[config.mk]
export PLATFORM = sky130hd
export DESIGN_NAME = text_command_line_decoder_top
export DESIGN_NICKNAME = d
export VERILOG_FILES = /design/src/design/tcld_pkg.sv /design/src/design/text_command_line_decoder_top.sv /design/src/design/tcld_ram.sv /design/src/design/tcld_parser.sv
export SDC_FILE = /design/constraint.sdc
export NUM_CORES = 1
export LEC_CHECK = 0
export BUFFER_PORTS_ARGS = -buffer_cell sky130_fd_sc_hd__buf_2
export CORE_AREA = 5 5 260 262
export DETAILED_ROUTE_END_ITERATION = 10
export DIE_AREA = 0 0 265 267
export PLACE_DENSITY = 0.87
export REMOVE_ABC_BUFFERS = 1
export SETUP_SLACK_MARGIN = 0.05
export SKIP_LAST_GASP = 1
export SYNTH_ARGS = -nofsm -noshare
export SYNTH_HDL_FRONTEND = slang
export SYNTH_SLANG_ARGS = --single-unit
[constraint.sdc]
create_clock -name clk -period 11.2 [get_ports clk]
set_input_delay 0.56 -clock clk [delete_from_list [all_inputs] [get_ports clk]]
set_output_delay 0.56 -clock clk [all_outputs]
set_load 0.005 [all_outputs]
[src/design/tcld_pkg.sv]
`default_nettype none
package tcld_pkg;

    localparam int LINE_CAPACITY_DEF = 64;
    localparam int NUM_WORDS = 8;

    localparam logic [7:0] CH_CR = 8'h0D;
    localparam logic [7:0] CH_LF = 8'h0A;
    localparam logic [7:0] CH_NUL = 8'h00;
    localparam logic [19:0] DIGIT_SAT = 20'd1000000;
    localparam logic [31:0] TIMEOUT_RST = 32'd500;
    localparam logic [9:0] LIMIT_RST = 10'd100;

    typedef enum logic [0:0] {
        REG_TIMEOUT = 1'b0,
        REG_LIMIT   = 1'b1
    } reg_idx_t;

    typedef enum logic [2:0] {
        EV_NONE    = 3'd0,
        EV_RC      = 3'd1,
        EV_ACTION  = 3'd2,
        EV_HELP    = 3'd3,
        EV_UNKNOWN = 3'd4,
        EV_TOOLONG = 3'd5
    } event_t;

    typedef enum logic [2:0] {
        ACT_NONE    = 3'd0,
        ACT_HELLO   = 3'd1,
        ACT_TAKEOFF = 3'd2,
        ACT_MISSION = 3'd3,
        ACT_LAND    = 3'd4,
        ACT_ABORT   = 3'd5,
        ACT_STOP    = 3'd6
    } action_t;

    typedef enum logic [2:0] {
        W_RC      = 3'd0,
        W_MISSION = 3'd1,
        W_STOP    = 3'd2,
        W_HELLO   = 3'd3,
        W_TAKEOFF = 3'd4,
        W_LAND    = 3'd5,
        W_ABORT   = 3'd6,
        W_HELP    = 3'd7
    } word_t;

    typedef struct packed {
        event_t          ev;
        action_t         act;
        logic [3:0]      pad;
        logic            set_rc;
        logic            zero_tg;
        logic            touch;
    } dec_t;

    function automatic logic [63:0] word_text(input word_t w);
        logic [63:0] s;
        unique case (w)
            W_RC:      s = 64'("rc");
            W_MISSION: s = 64'("mission");
            W_STOP:    s = 64'("stop");
            W_HELLO:   s = 64'("hello");
            W_TAKEOFF: s = 64'("takeoff");
            W_LAND:    s = 64'("land");
            W_ABORT:   s = 64'("abort");
            W_HELP:    s = 64'("help");
            default:   s = '0;
        endcase
        return s;
    endfunction

    function automatic logic [2:0] word_len(input word_t w);
        logic [2:0] l;
        unique case (w)
            W_RC:                        l = 3'd2;
            W_MISSION, W_TAKEOFF:        l = 3'd7;
            W_STOP, W_LAND, W_HELP:      l = 3'd4;
            W_HELLO, W_ABORT:            l = 3'd5;
            default:                     l = 3'd0;
        endcase
        return l;
    endfunction

    // character i of word w, valid for i < length
    function automatic logic [7:0] word_char(input word_t w, input logic [2:0] i);
        logic [63:0] s;
        logic [2:0]  k;
        s = word_text(w);
        k = 3'(word_len(w) - 3'd1 - i);
        return s[{k, 3'b000} +: 8];
    endfunction

    function automatic logic is_space(input logic [7:0] c);
        return (c == 8'h20) || (c >= 8'h09 && c <= 8'h0D);
    endfunction

    function automatic logic is_digit(input logic [7:0] c);
        return (c >= 8'h30) && (c <= 8'h39);
    endfunction

endpackage
`default_nettype wire

[src/design/text_command_line_decoder_top.sv]
`default_nettype none
// Text command line decoder. Each input word (a received byte or a time poll)
// yields exactly one output word. A plain byte, CR, empty LF or poll goes
// straight to the emit state; a line feed ending a stored line passes through
// the run and finish states first, the line store being walked one entry per
// cycle through its single read port. Stick targets read as zero once older
// than timeout_ms. Config writes are always ready and must be made while idle.
module text_command_line_decoder_top #(
    parameter int LINE_CAPACITY = tcld_pkg::LINE_CAPACITY_DEF
) (
    input  wire logic               clk,
    input  wire logic               rst_n,
    input  wire logic               in_valid,
    output logic                    in_stall,
    input  wire logic               action,
    input  wire logic [7:0]         data_byte,
    input  wire logic [31:0]        now_ms,
    output logic                    out_valid,
    input  wire logic               out_stall,
    output logic [2:0]              event_res,
    output logic [2:0]              action_code,
    output logic [3:0]              pad_id,
    output logic signed [10:0]      left_right,
    output logic signed [10:0]      fwd_back,
    output logic signed [10:0]      up_down,
    output logic signed [10:0]      yaw_rate,
    output logic                    fresh,
    input  wire logic               cfg_valid,
    output logic                    cfg_ready,
    input  wire logic [0:0]         cfg_index,
    input  wire logic [31:0]        cfg_data
);
    import tcld_pkg::*;

    localparam int AW = $clog2(LINE_CAPACITY);

    typedef enum logic [3:0] {
        ST_IDLE   = 4'b0001,
        ST_RUN    = 4'b0010,
        ST_FINISH = 4'b0100,
        ST_EMIT   = 4'b1000
    } state_t;

    state_t             state_reg, state_next;
    logic [AW-1:0]      count_reg, count_next;
    logic [AW-1:0]      rd_idx_reg, rd_idx_next;
    logic               dv_reg, dv_next;
    logic [31:0]        now_reg, now_next;
    event_t             ev_reg, ev_next;
    action_t            act_reg, act_next;
    logic [3:0]         pad_reg, pad_next;
    logic signed [10:0] tg_reg [4];
    logic signed [10:0] tg_next [4];
    logic [31:0]        last_reg, last_next;
    logic               has_reg, has_next;
    logic [31:0]        timeout_reg;
    logic [9:0]         limit_reg;
    logic               ov_reg, ov_next;

    logic               in_acc;
    logic               wr_en;
    logic [7:0]         rdata;
    logic               p_start;
    logic               p_step;
    dec_t               dec;
    logic signed [10:0] vals [4];
    logic               fr;

    assign in_stall = (state_reg != ST_IDLE) || (ov_reg && out_stall);
    assign in_acc = in_valid && !in_stall;
    assign cfg_ready = 1'b1;

    tcld_ram #(
        .WIDTH(8),
        .DEPTH(LINE_CAPACITY)
    ) u_line_ram (
        .clk(clk),
        .we(wr_en),
        .waddr(count_reg),
        .wdata(data_byte),
        .raddr(rd_idx_reg),
        .rdata(rdata)
    );

    tcld_parser #(
        .AW(AW)
    ) u_parser (
        .clk(clk),
        .rst_n(rst_n),
        .start(p_start),
        .step(p_step),
        .ch(rdata),
        .limit(limit_reg),
        .dec(dec),
        .vals(vals)
    );

    assign fr = has_reg && ((now_reg - last_reg) <= timeout_reg);

    always_comb
    begin
        state_next = state_reg;
        count_next = count_reg;
        rd_idx_next = rd_idx_reg;
        dv_next = 1'b0;
        now_next = now_reg;
        ev_next = ev_reg;
        act_next = act_reg;
        pad_next = pad_reg;
        tg_next = tg_reg;
        last_next = last_reg;
        has_next = has_reg;
        ov_next = ov_reg && out_stall;
        wr_en = 1'b0;
        p_start = 1'b0;
        p_step = 1'b0;

        unique case (state_reg)
            ST_IDLE:
            begin
                if (in_acc)
                begin
                    now_next = now_ms;
                    ev_next = EV_NONE;
                    act_next = ACT_NONE;
                    pad_next = 4'd0;
                    state_next = ST_EMIT;
                    if (!action && data_byte != CH_CR)
                    begin
                        if (data_byte == CH_LF)
                        begin
                            if (count_reg != '0)
                            begin
                                p_start = 1'b1;
                                rd_idx_next = '0;
                                state_next = ST_RUN;
                            end
                        end
                        else if (count_reg < AW'(LINE_CAPACITY - 1))
                        begin
                            wr_en = 1'b1;
                            count_next = count_reg + AW'(1);
                        end
                        else
                        begin
                            count_next = '0;
                            ev_next = EV_TOOLONG;
                        end
                    end
                end
            end
            ST_RUN:
            begin
                p_step = dv_reg && (rdata != CH_NUL);
                if ((dv_reg && rdata == CH_NUL) || (!dv_reg && rd_idx_reg == count_reg))
                begin
                    state_next = ST_FINISH;
                end
                else if (rd_idx_reg < count_reg)
                begin
                    rd_idx_next = rd_idx_reg + AW'(1);
                    dv_next = 1'b1;
                end
            end
            ST_FINISH:
            begin
                ev_next = dec.ev;
                act_next = dec.act;
                pad_next = dec.pad;
                count_next = '0;
                if (dec.set_rc)
                begin
                    tg_next = vals;
                end
                if (dec.zero_tg)
                begin
                    for (int k = 0; k < 4; k++)
                    begin
                        tg_next[k] = '0;
                    end
                end
                if (dec.set_rc || dec.touch)
                begin
                    last_next = now_reg;
                    has_next = 1'b1;
                end
                state_next = ST_EMIT;
            end
            ST_EMIT:
            begin
                ov_next = 1'b1;
                state_next = ST_IDLE;
            end
            default:
            begin
                state_next = ST_IDLE;
            end
        endcase
    end

    always_ff @(posedge clk or negedge rst_n)
    begin
        if (!rst_n)
        begin
            state_reg <= ST_IDLE;
            count_reg <= '0;
            rd_idx_reg <= '0;
            dv_reg <= 1'b0;
            for (int k = 0; k < 4; k++)
            begin
                tg_reg[k] <= '0;
            end
            last_reg <= '0;
            has_reg <= 1'b0;
            timeout_reg <= TIMEOUT_RST;
            limit_reg <= LIMIT_RST;
            ov_reg <= 1'b0;
        end
        else
        begin
            state_reg <= state_next;
            count_reg <= count_next;
            rd_idx_reg <= rd_idx_next;
            dv_reg <= dv_next;
            tg_reg <= tg_next;
            last_reg <= last_next;
            has_reg <= has_next;
            ov_reg <= ov_next;
            if (cfg_valid && cfg_ready)
            begin
                unique case (reg_idx_t'(cfg_index))
                    REG_TIMEOUT: timeout_reg <= cfg_data;
                    REG_LIMIT:   limit_reg <= cfg_data[9:0];
                    default:     timeout_reg <= timeout_reg;
                endcase
            end
        end
    end

    always_ff @(posedge clk)
    begin
        now_reg <= now_next;
        ev_reg <= ev_next;
        act_reg <= act_next;
        pad_reg <= pad_next;
        if (state_reg == ST_EMIT)
        begin
            event_res <= ev_reg;
            action_code <= act_reg;
            pad_id <= pad_reg;
            left_right <= fr ? tg_reg[0] : '0;
            fwd_back <= fr ? tg_reg[1] : '0;
            up_down <= fr ? tg_reg[2] : '0;
            yaw_rate <= fr ? tg_reg[3] : '0;
            fresh <= fr;
        end
    end

    assign out_valid = ov_reg;

    a_run_nonempty: assert property (@(posedge clk) disable iff (!rst_n)
        (state_reg == ST_RUN) |-> (count_reg != '0))
        else $error("line walk with empty line");

    a_stale_zero: assert property (@(posedge clk) disable iff (!rst_n)
        (out_valid && !fresh) |->
            (left_right == '0 && fwd_back == '0 && up_down == '0 && yaw_rate == '0))
        else $error("stale targets not zeroed");

    a_action_fields: assert property (@(posedge clk) disable iff (!rst_n)
        (out_valid && event_res != EV_ACTION) |-> (action_code == ACT_NONE && pad_id == 4'd0))
        else $error("action fields set without action event");

    a_emit_free: assert property (@(posedge clk) disable iff (!rst_n)
        (state_reg == ST_EMIT) |-> !(ov_reg && out_stall))
        else $error("output word overwritten");

endmodule
`default_nettype wire

[src/design/tcld_ram.sv]
`default_nettype none
module tcld_ram #(
    parameter int WIDTH = 8,
    parameter int DEPTH = 64
) (
    input  wire logic                     clk,
    input  wire logic                     we,
    input  wire logic [$clog2(DEPTH)-1:0] waddr,
    input  wire logic [WIDTH-1:0]         wdata,
    input  wire logic [$clog2(DEPTH)-1:0] raddr,
    output logic      [WIDTH-1:0]         rdata
);

    logic [WIDTH-1:0] mem [DEPTH];

    always_ff @(posedge clk)
    begin
        if (we)
        begin
            mem[waddr] <= wdata;
        end
        rdata <= mem[raddr];
    end

endmodule
`default_nettype wire

[src/design/tcld_parser.sv]
`default_nettype none
module tcld_parser #(
    parameter int AW = 6
) (
    input  wire logic               clk,
    input  wire logic               rst_n,
    input  wire logic               start,
    input  wire logic               step,
    input  wire logic [7:0]         ch,
    input  wire logic [9:0]         limit,
    output tcld_pkg::dec_t          dec,
    output logic signed [10:0]      vals [4]
);
    import tcld_pkg::*;

    typedef enum logic [5:0] {
        PS_WAIT  = 6'b000001,
        PS_START = 6'b000010,
        PS_SIGN  = 6'b000100,
        PS_DIG   = 6'b001000,
        PS_TRAIL = 6'b010000,
        PS_FAIL  = 6'b100000
    } pstate_t;

    pstate_t                ps_reg, ps_next;
    logic [AW-1:0]          pos_reg, pos_next;
    logic [NUM_WORDS-1:0]   ok_reg, ok_next;
    logic                   mis_reg, mis_next;
    logic [1:0]             idx_reg, idx_next;
    logic                   neg_reg, neg_next;
    logic [19:0]            mag_reg, mag_next;
    logic signed [10:0]     val_reg [4];
    logic signed [10:0]     val_next [4];

    logic [23:0]            prod;
    logic [19:0]            grown;
    logic [19:0]            first;
    logic                   last_int;
    logic                   sp;
    logic                   dg;
    logic                   sg;

    function automatic logic signed [10:0] clamp(input logic [19:0] m, input logic n,
                                                input logic [9:0] lim);
        logic [10:0] a;
        a = (m > 20'(lim)) ? {1'b0, lim} : m[10:0];
        return n ? -$signed(a) : $signed(a);
    endfunction

    always_comb
    begin
        prod = {mag_reg, 3'b000} + {3'b000, mag_reg, 1'b0} + 24'(ch[3:0]);
        grown = (prod > 24'(DIGIT_SAT)) ? DIGIT_SAT : prod[19:0];
        first = 20'(ch[3:0]);
        last_int = mis_reg ? (idx_reg == 2'd0) : (idx_reg == 2'd3);
        sp = is_space(ch);
        dg = is_digit(ch);
        sg = (ch == "+") || (ch == "-");

        ps_next = ps_reg;
        pos_next = pos_reg;
        ok_next = ok_reg;
        mis_next = mis_reg;
        idx_next = idx_reg;
        neg_next = neg_reg;
        mag_next = mag_reg;
        val_next = val_reg;

        if (start)
        begin
            ps_next = PS_WAIT;
            pos_next = '0;
            ok_next = '1;
            mis_next = 1'b0;
            idx_next = '0;
            neg_next = 1'b0;
            mag_next = '0;
        end
        else if (step)
        begin
            pos_next = pos_reg + AW'(1);
            for (int w = 0; w < NUM_WORDS; w++)
            begin
                if (pos_reg < AW'(word_len(word_t'(w))))
                begin
                    ok_next[w] = ok_reg[w] && (ch == word_char(word_t'(w), pos_reg[2:0]));
                end
                else
                begin
                    ok_next[w] = 1'b0;
                end
            end
            if (pos_reg == AW'(1) && ok_reg[W_RC] && ch == "c")
            begin
                ps_next = PS_START;
                mis_next = 1'b0;
            end
            else if (pos_reg == AW'(6) && ok_reg[W_MISSION] && ch == "n")
            begin
                ps_next = PS_START;
                mis_next = 1'b1;
            end
            else
            begin
                unique case (ps_reg)
                    PS_WAIT, PS_FAIL:
                    begin
                    end
                    PS_START:
                    begin
                        if (sp)
                        begin
                        end
                        else if (sg)
                        begin
                            ps_next = PS_SIGN;
                            neg_next = (ch == "-");
                        end
                        else if (dg)
                        begin
                            ps_next = PS_DIG;
                            mag_next = first;
                            val_next[idx_reg] = clamp(first, neg_reg, limit);
                        end
                        else
                        begin
                            ps_next = PS_FAIL;
                        end
                    end
                    PS_SIGN:
                    begin
                        if (dg)
                        begin
                            ps_next = PS_DIG;
                            mag_next = first;
                            val_next[idx_reg] = clamp(first, neg_reg, limit);
                        end
                        else
                        begin
                            ps_next = PS_FAIL;
                        end
                    end
                    PS_DIG:
                    begin
                        if (dg)
                        begin
                            mag_next = grown;
                            val_next[idx_reg] = clamp(grown, neg_reg, limit);
                        end
                        else if (last_int)
                        begin
                            ps_next = sp ? PS_TRAIL : PS_FAIL;
                        end
                        else
                        begin
                            idx_next = idx_reg + 2'd1;
                            neg_next = 1'b0;
                            if (sp)
                            begin
                                ps_next = PS_START;
                            end
                            else if (sg)
                            begin
                                ps_next = PS_SIGN;
                                neg_next = (ch == "-");
                            end
                            else
                            begin
                                ps_next = PS_FAIL;
                            end
                        end
                    end
                    PS_TRAIL:
                    begin
                        if (!sp)
                        begin
                            ps_next = PS_FAIL;
                        end
                    end
                    default:
                    begin
                        ps_next = PS_FAIL;
                    end
                endcase
            end
        end
    end

    always_ff @(posedge clk or negedge rst_n)
    begin
        if (!rst_n)
        begin
            ps_reg <= PS_WAIT;
            pos_reg <= '0;
            ok_reg <= '0;
            mis_reg <= 1'b0;
            idx_reg <= '0;
        end
        else
        begin
            ps_reg <= ps_next;
            pos_reg <= pos_next;
            ok_reg <= ok_next;
            mis_reg <= mis_next;
            idx_reg <= idx_next;
        end
    end

    always_ff @(posedge clk)
    begin
        neg_reg <= neg_next;
        mag_reg <= mag_next;
        val_reg <= val_next;
    end

    logic num_ok;
    logic rc_hit;
    logic mis_hit;

    function automatic logic hit(input logic [NUM_WORDS-1:0] ok, input word_t w,
                                 input logic [AW-1:0] n);
        return ok[w] && (n == AW'(word_len(w)));
    endfunction

    always_comb
    begin
        num_ok = (ps_reg == PS_DIG) || (ps_reg == PS_TRAIL);
        rc_hit = !mis_reg && num_ok && (idx_reg == 2'd3);
        mis_hit = mis_reg && num_ok && !neg_reg && (mag_reg >= 20'd1) && (mag_reg <= 20'd8);
        dec = '{ev: EV_UNKNOWN, act: ACT_NONE, pad: 4'd0,
                set_rc: 1'b0, zero_tg: 1'b0, touch: 1'b0};
        if (rc_hit)
        begin
            dec.ev = EV_RC;
            dec.set_rc = 1'b1;
        end
        else if (hit(ok_reg, W_STOP, pos_reg))
        begin
            dec.ev = EV_ACTION;
            dec.act = ACT_STOP;
            dec.zero_tg = 1'b1;
            dec.touch = 1'b1;
        end
        else if (hit(ok_reg, W_HELLO, pos_reg))
        begin
            dec.ev = EV_ACTION;
            dec.act = ACT_HELLO;
        end
        else if (hit(ok_reg, W_TAKEOFF, pos_reg))
        begin
            dec.ev = EV_ACTION;
            dec.act = ACT_TAKEOFF;
            dec.zero_tg = 1'b1;
        end
        else if (mis_hit)
        begin
            dec.ev = EV_ACTION;
            dec.act = ACT_MISSION;
            dec.pad = mag_reg[3:0];
            dec.zero_tg = 1'b1;
        end
        else if (hit(ok_reg, W_LAND, pos_reg))
        begin
            dec.ev = EV_ACTION;
            dec.act = ACT_LAND;
            dec.zero_tg = 1'b1;
        end
        else if (hit(ok_reg, W_ABORT, pos_reg))
        begin
            dec.ev = EV_ACTION;
            dec.act = ACT_ABORT;
            dec.zero_tg = 1'b1;
        end
        else if (hit(ok_reg, W_HELP, pos_reg))
        begin
            dec.ev = EV_HELP;
        end
    end

    assign vals = val_reg;

endmodule
`default_nettype wire
==> results of run 1 <==
==> placed cells by master (no fill, tap or decap), types with 11 or more instances in the layout <==
| master | instances |
|---|---|
| inv_1 | 134 |
| nor4_1 | 12 |
| xnor2_1 | 52 |
| a21o_1 | 19 |
| nor2b_1 | 24 |
| clkbuf_1 | 20 |
| a22oi_1 | 12 |
| nand4_1 | 32 |
| xor2_1 | 25 |
| ha_1 | 144 |
| o21ai_0 | 119 |
| o31ai_1 | 11 |
| buf_4 | 28 |
| dfxtp_1 | 29 |
| clkbuf_16 | 84 |
| mux4_2 | 170 |
| buf_2 | 134 |
| mux2i_1 | 20 |
| dfstp_2 | 11 |
| a21oi_1 | 101 |
| nand2_1 | 178 |
| nand2b_1 | 21 |
| nor2_1 | 182 |
| dfrtp_1 | 146 |
| nand3b_1 | 11 |
| nor3_1 | 43 |
| clkinv_1 | 13 |
| or3_1 | 12 |
| mux2_2 | 23 |
| edfxtp_1 | 653 |
| o21a_1 | 15 |
| a31oi_1 | 16 |
| a22o_1 | 44 |
| and2_1 | 63 |
| a211oi_1 | 14 |
| nand3_1 | 62 |
==> cell type report <==
type,instances,area [um^2]
clock inverter,46,571
fill,4321,22400
clock buffer,108,2230
sequential,842,24200
timing repair buffer,163,892
inverter,134,503
antenna,4,10.0
multi-input combinational,1589,13300
tap,864,1080
==> cell families (layout without fill, tap and decap cells) <==
logic type	count (synthesis)	after routing
buffers and inverters	256	451
xor gates and xnor gates	77	77
other	1	5
adders and majority gates	147	147
AOI/OAI and AO/OA	449	449
DFF	842	842
muxes	213	213
and+or+nand+nor	702	702
==> critical path: cells and delay by family (launching register included) <==
kind / cells / cell delay [ns]
AO/OA/AOI/OAI: 14 / 3.91
adder cells (fa/ha/maj): 5 / 1.43
buffers and inverters: 3 / 0.45
flip-flops: 1 / 0.87
multiplexers: 2 / 0.73
AND/OR/NAND/NOR: 9 / 1.19
==> report_power, final <==
group	leakage [nW]	internal [mW]	switching [mW]	total (mW)
clock network	1.33	1.60	1.24	2.84
logic	6.06	0.523	0.829	1.35
registers	8.16	3.54	0.123	3.66
total	15.6	5.66	2.20	7.85
==> metal layers <==
layer / up-vias / track usage
li1: 10500 / -
met5: - / 0
met4: 0 / 0.132
met3: 308 / 0.0424
met2: 1395 / 0.477
met1: 12300 / 0.356
==> per-stage QoR <==
| stage | power (mW) | instance area, um^2 |
|---|---|---|
| 4_1_cts | 7.84 | 42800 |
| 3_3_place_gp | 4.95 | 40000 |
| 2_1_floorplan | 4.60 | 38000 |
| 5_1_grt | 8.14 | 42800 |
| 6_report | 7.85 | 42800 |
| 3_5_place_dp | 5.01 | 40000 |
==> path summary, 6_finish.rpt <==
check                                            start                          end  slack (ns)  cells past startpoint
max                        u_line_ram.rdata[2]$_DFF_P_  u_parser.vals[19]$_DFFE_PP_        2.33                     33
min                                              rst_n     last_reg[11]$_DFFE_PN0P_       -0.04                      1
max reg2reg                u_line_ram.rdata[2]$_DFF_P_  u_parser.vals[19]$_DFFE_PP_        2.33                     33
min reg2reg                   pad_reg[0]$_SDFFCE_PP0P_          pad_id[0]$_DFFE_PP_        0.40                      0
max in group asynchronous                        rst_n    rd_idx_reg[1]$_DFFE_PN0P_        9.68                      2
min in group clk                            now_ms[12]        now_reg[12]$_DFFE_PP_        0.09                      1
==> metrics.md, run 1 <==
| Metric | Value |
|---|---|
| Outcome | finished with violations |
| Failing checks | hold timing |
| Final Skew | 0.0699 ns |
| Cell area power density | 183 mW/mm^2 |
| Area delta synth->final | 11.3% |
| Number of global-route vias before repair | 24.8k |
| CTS tree | built |
| Layout Cells excl Fill | 3750 |
| WP data arrival | 9.23 ns |
| Pre-CTS WS | 2.49 ns |
| Iter 0 DRT Violations | 3221 |
| Max incr delay on CP | 0.87 ns |
| Final Hold Viols | 11 |
| Post-Synth Simple-Gate Area | 0.0897 |
| Total grt overflow | 0 |
| Yosys top cell area share | 0.510 |
| Worst-skew pair later-pin latency | 0.67 ns |
| Largest cells by area after synthesis | edfxtp_1 (51%), mux4_2 (10%), dfrtp_1 (9.7%) |
| Hold Slack | -0.0366 ns |
| Die width | 265 um |
| Worst vdd ir | 0.164 mV |
| Final Cycle Share | 0.792 |
| CTS root buf | clkbuf_16 |
| Post-Synth Adder-Cell Area | 0.0484 |
| Top-count cell post-synth | edfxtp_1 |
| CP most frequent cell | ha_1 |
| Slew HR | 0.0887 |
| Cell row count | 94 |
| Mux share of post-synthesis cell area | 0.112 |
| Final Wtd Congestion | 0.920 |
| Area of the core | 0.0652 mm^2 |
| DRT Wirelength | 99700 um |
| M1 wire length | 36300 um |
| RSZ-0062 raised after global routing | no |
| Max-slew violations | 0 |
| Fin worst setup slack | 2.33 ns |
| Synth unique cells | 84 |
| Register area share after synthesis | 0.629 |
| Crit path capture type | flop |
| Dpl cells | 3592 |
| Iteration count of the initial detailed-routing pass | 6 |
| Layout cell share with drive strength beyond 1 | 0.182 |
| Crit-path slowest cell | dfxtp_1 |
| Met3 wire length | 7600 um |
| Avg Inst Size Synth | 14.3 um^2 |
| Worst-path clk slew | 0.07 ns |
| WL/cell | 26.6 um |
| Largest family of logic cells by synthesized area | multiplexers |
| Post-cts sizing count | 0 |
| Setup TNS | 0 ns |
| Die Area | 0.0708 mm^2 |
| Clock sink total | 842 |
| Half-perimeter wire length after placement | 61400 um |
| Final Util | 0.657 |
| EDFF count, synth | 653 |
| Synth area leader | edfxtp_1 |
| Critical Path RT | 11.56 ns |
| Setup Buffers After CTS | 0 |
| Total GRT Usage | 0.279 |
| # IOs | 137 |
| Max Fclk | 0.113 GHz |
| DRC Markers | 0 |
| Number of max-cap violations | 0 |
| Antenna violations before repair | 3 |
| DR top layer | met4 |
| Setup-failing EPs final | 0 |
| Period minus WS final | 8.87 ns |
| First-pass GRT wire length | 151000 um |
| Vias per inst | 6.54 |
| Pin count of the biggest net entering global routing | 94 |
| Total CTS buffers | 82 |
| Total of warnings raised by yosys | 0 |
| DR WL met2 | 50100 um |
| Mapped Area | 0.0385 mm^2 |
| Hold_buf cts | 0 |
| Main synth FF type | edfxtp_1 |
| Initial core utilization | 0.590 |
| Post-route ant nets | 0 |
| Clock buffer depth | 3 |
| IO buf count | 135 |
| HP Class | primary input to asynchronous set/reset pin |
| Crit Path Max Fanout | 21 |
| Synth Area in Compound Gates | 0.0775 |
| Routed vias | 24.5k |
| Leak | 15.6 nW |
| Startpoint Class | flop |
| Most frequent cells after synthesis | edfxtp_1 (653), nor2_1 (184), nand2_1 (178), mux4_2 (170), dfrtp_1 (149) |
| XOR/XNOR share of the synthesized area | 0.0175 |
| Synth Register Bits | 842 |
| Max FFs per register | 512 |
| Critical path type | flop to flop |
| Synth async-reset ratio | 0.190 |
| Final Net Count | 3038 |
| Worst-Margin Slew | 1.37 ns |
| Mapped Cells | 2687 |
| Die height | 267 um |
| CTS H-Tree Depth | 3 |
Power figures use the tool's default switching activity.
==> run 2: changes to the inputs <==
==> constraint.sdc (replaced) <==
create_clock -name clk -period 8.6 [get_ports clk]
set_input_delay 0.43 -clock clk [delete_from_list [all_inputs] [get_ports clk]]
set_output_delay 0.43 -clock clk [all_outputs]
set_load 0.005 [all_outputs]
==> run 2 against run 1 <==
Against the previous run:
- largest cell class unchanged
- first-iteration DRC count down 2.0%
- via count up 1.8%
- the flow now finishes without violations
- count of clock-buffer cells in the layout down 7
- register-to-register slack worse by 1.6 ns
==> metrics.md, run 2 (synthesis gave the netlist of run 1 again) <==
| Metric | Value |
|---|---|
| Outcome | finished clean |
| Layout cell share with drive strength beyond 1 | 0.182 |
| DRT Wirelength | 97800 um |
| Worst-skew pair later-pin latency | 0.67 ns |
| Clock network power share | 0.353 |
| Number of max-cap violations | 0 |
| Worst-path clk slew | 0.06 ns |
| Final Wtd Congestion | 0.949 |
| Routed vias | 24.9k |
| Layout Cells excl Fill | 3805 |
| DRC Markers | 0 |
| Initial core utilization | 0.590 |
| Die Area | 0.0708 mm^2 |
| NetSw | 2.88 mW |
| Total CTS buffers | 83 |
| Total GRT Usage | 0.274 |
| Seq pwr share | 0.467 |
| HP Class | primary input to flop |
| Post-route ant nets | 0 |
| Register Area | 0.0242 mm^2 |
| Setup TNS | 0 ns |
| Vias per inst | 6.55 |
| Area of the core | 0.0652 mm^2 |
| Critical path type | flop to flop |
| Fin area | 0.0433 mm^2 |
| Iter 0 DRT Violations | 3155 |
| Worst-Margin Slew | 1.16 ns |
| Dpl cells | 3598 |
| Reg2reg start | u_parser.mag_reg[0]$_SDFFE_PP0P_ |
| Crit-path slowest cell | fa_1 |
| Pre-CTS WS | 0.636 ns |
| Final Util | 0.664 |
| # IOs | 137 |
| P_int | 7.29 mW |
| Period minus WS final | 7.88 ns |
| Max-slew violations | 0 |
| CTS root buf | clkbuf_16 |
| Combinational share of power | 0.181 |
| Cell area power density | 235 mW/mm^2 |
| Fin worst setup slack | 0.723 ns |
| Setup slack, reg-to-reg | 0.72 ns |
| CTS tree | built |
| Hold path depth | 3 |
| Final Net Count | 3097 |
| R2R Path End | u_parser.vals[30]$_DFFE_PP_ |
| Cells on worst reg2reg path | 33 |
| Min-delay src | cfg_data[7] |
| Startpoint Class | flop |
| First-pass GRT wire length | 150000 um |
| Cell row count | 94 |
| Dpl cell area | 0.0400 mm^2 |
| WHS Endpoint | timeout_reg[7]$_DFFE_PN1P_ |
| Clock sink total | 842 |
| Number of global-route vias before repair | 25.1k |
| Clock buffer depth | 3 |
| Max Fclk | 0.127 GHz |
| Leak | 15.8 nW |
| Final Hold Viols | 0 |
| Max FFs per register | 512 |
| Total grt overflow | 0 |
| Fillers | 4239 |
| Iteration count of the initial detailed-routing pass | 6 |
| WL/cell | 25.7 um |
| Final Cycle Share | 0.916 |
| Crit path capture type | flop |
| Pin count of the biggest net entering global routing | 134 |
| Final Skew | 0.0447 ns |
| Area delta synth->final | 12.6% |
| Worst vdd ir | 0.241 mV |
| Critical Path RT | 8.97 ns |
| Antenna violations before repair | 3 |
| Multi-input logic area | 0.0133 mm^2 |
| Slew HR | 0.225 |
| Most common cell after layout, fill and taps aside | edfxtp_1 |
| Switching Share | 0.283 |
| Half-perimeter wire length after placement | 59800 um |
| Setup-failing EPs final | 0 |
| Most frequent cells in the layout | edfxtp_1 (653), nor2_1 (182), nand2_1 (178), mux4_2 (170), dfrtp_1 (146) |
| Max incr delay on CP | 0.55 ns |
| Die height | 267 um |
| Crit Path Max Fanout | 16 |
| IO buf count | 135 |
| Die width | 265 um |
| CTS H-Tree Depth | 3 |
| WP data arrival | 8.25 ns |
| RSZ-0062 raised after global routing | no |
run 2: cell count changes in the layout (fill, tap and decap cells not counted), sizes merged:
cell and change:
inv -1, diode -2, clkinv +10, clkbuf -7, dlygate4sd3 +52, clkinvlp -1, buf +6, bufinv -2
run 2: what timing repair did:
| action | 4_1_cts | 5_1_grt |
|---|---|---|
| endpoints found under the hold margin | 141 | 0 |
| gates resized for setup | 0 | 3 |
| buffers inserted | 0 | 0 |
| setup endpoints to repair | 0 | 8 |
| hold buffers | 52 | 0 |
run 2: stage by stage:
step	hold slack, ns	power [mW]
floorplan	0.134	5.99
global placement	0.410	6.44
detailed placement	0.405	6.54
CTS	0.00547	10.1
global route	0.0146	10.5
finish	0.0262	10.2
run 2: final cells by class:
type / count / share of cell area
tap: 864 / 0.0250
antenna: 2 / 0.000116
multi-input combinational: 1589 / 0.308
inverter: 134 / 0.0116
clock buffer: 101 / 0.0500
timing repair buffer: 221 / 0.0340
sequential: 842 / 0.559
clock inverter: 52 / 0.0123
run 2: routing by layer:
layer  wire length, um  track usage  share of wire  vias to the layer above
met5                 0            0              0                        -
met4              5270        0.120          0.054                        0
met3              8290       0.0584          0.085                      364
met2             48800        0.465           0.50                     1571
met1             35400        0.345           0.36                    12400
li1                  -            -              -                    10600
run 2: critical path: cells and delay by family (launching register included):
family | cells | cell delay [ns]
AO/OA/AOI/OAI | 13 | 2.77
AND/OR/NAND/NOR | 9 | 1.54
adder cells (fa/ha/maj) | 4 | 1.43
buffers and inverters | 4 | 0.69
multiplexers | 2 | 0.66
flip-flops | 1 | 0.38
XOR/XNOR | 1 | 0.15
run 2: how the worst max path moves through the flow:
stage | startpoint | to | slack [ns] | depth (start not counted)
final | u_parser.mag_reg[0]$_SDFFE_PP0P_ | u_parser.vals[30]$_DFFE_PP_ | 0.72 | 33
after floorplan | u_line_ram.rdata[3]$_DFF_P_ | u_parser.vals[19]$_DFFE_PP_ | 0.73 | 31
after global routing | u_parser.mag_reg[0]$_SDFFE_PP0P_ | u_parser.vals[19]$_DFFE_PP_ | 0.12 | 33
after detailed placement | u_parser.mag_reg[0]$_SDFFE_PP0P_ | u_parser.vals[8]$_DFFE_PP_ | 0.64 | 32
after CTS | u_parser.mag_reg[0]$_SDFFE_PP0P_ | u_parser.vals[30]$_DFFE_PP_ | 0.55 | 32
after global placement | u_parser.mag_reg[0]$_SDFFE_PP0P_ | u_parser.vals[30]$_DFFE_PP_ | 0.90 | 32
run 2: power groups by stage:
stage	logic (mW)	registers, mW	clock network (mW)
after CTS	1.78	4.74	3.61
final	1.84	4.75	3.59
after global placement	1.64	4.80	0
after floorplan	1.16	4.83	0
after global routing	1.98	4.76	3.80
after detailed placement	1.72	4.82	0
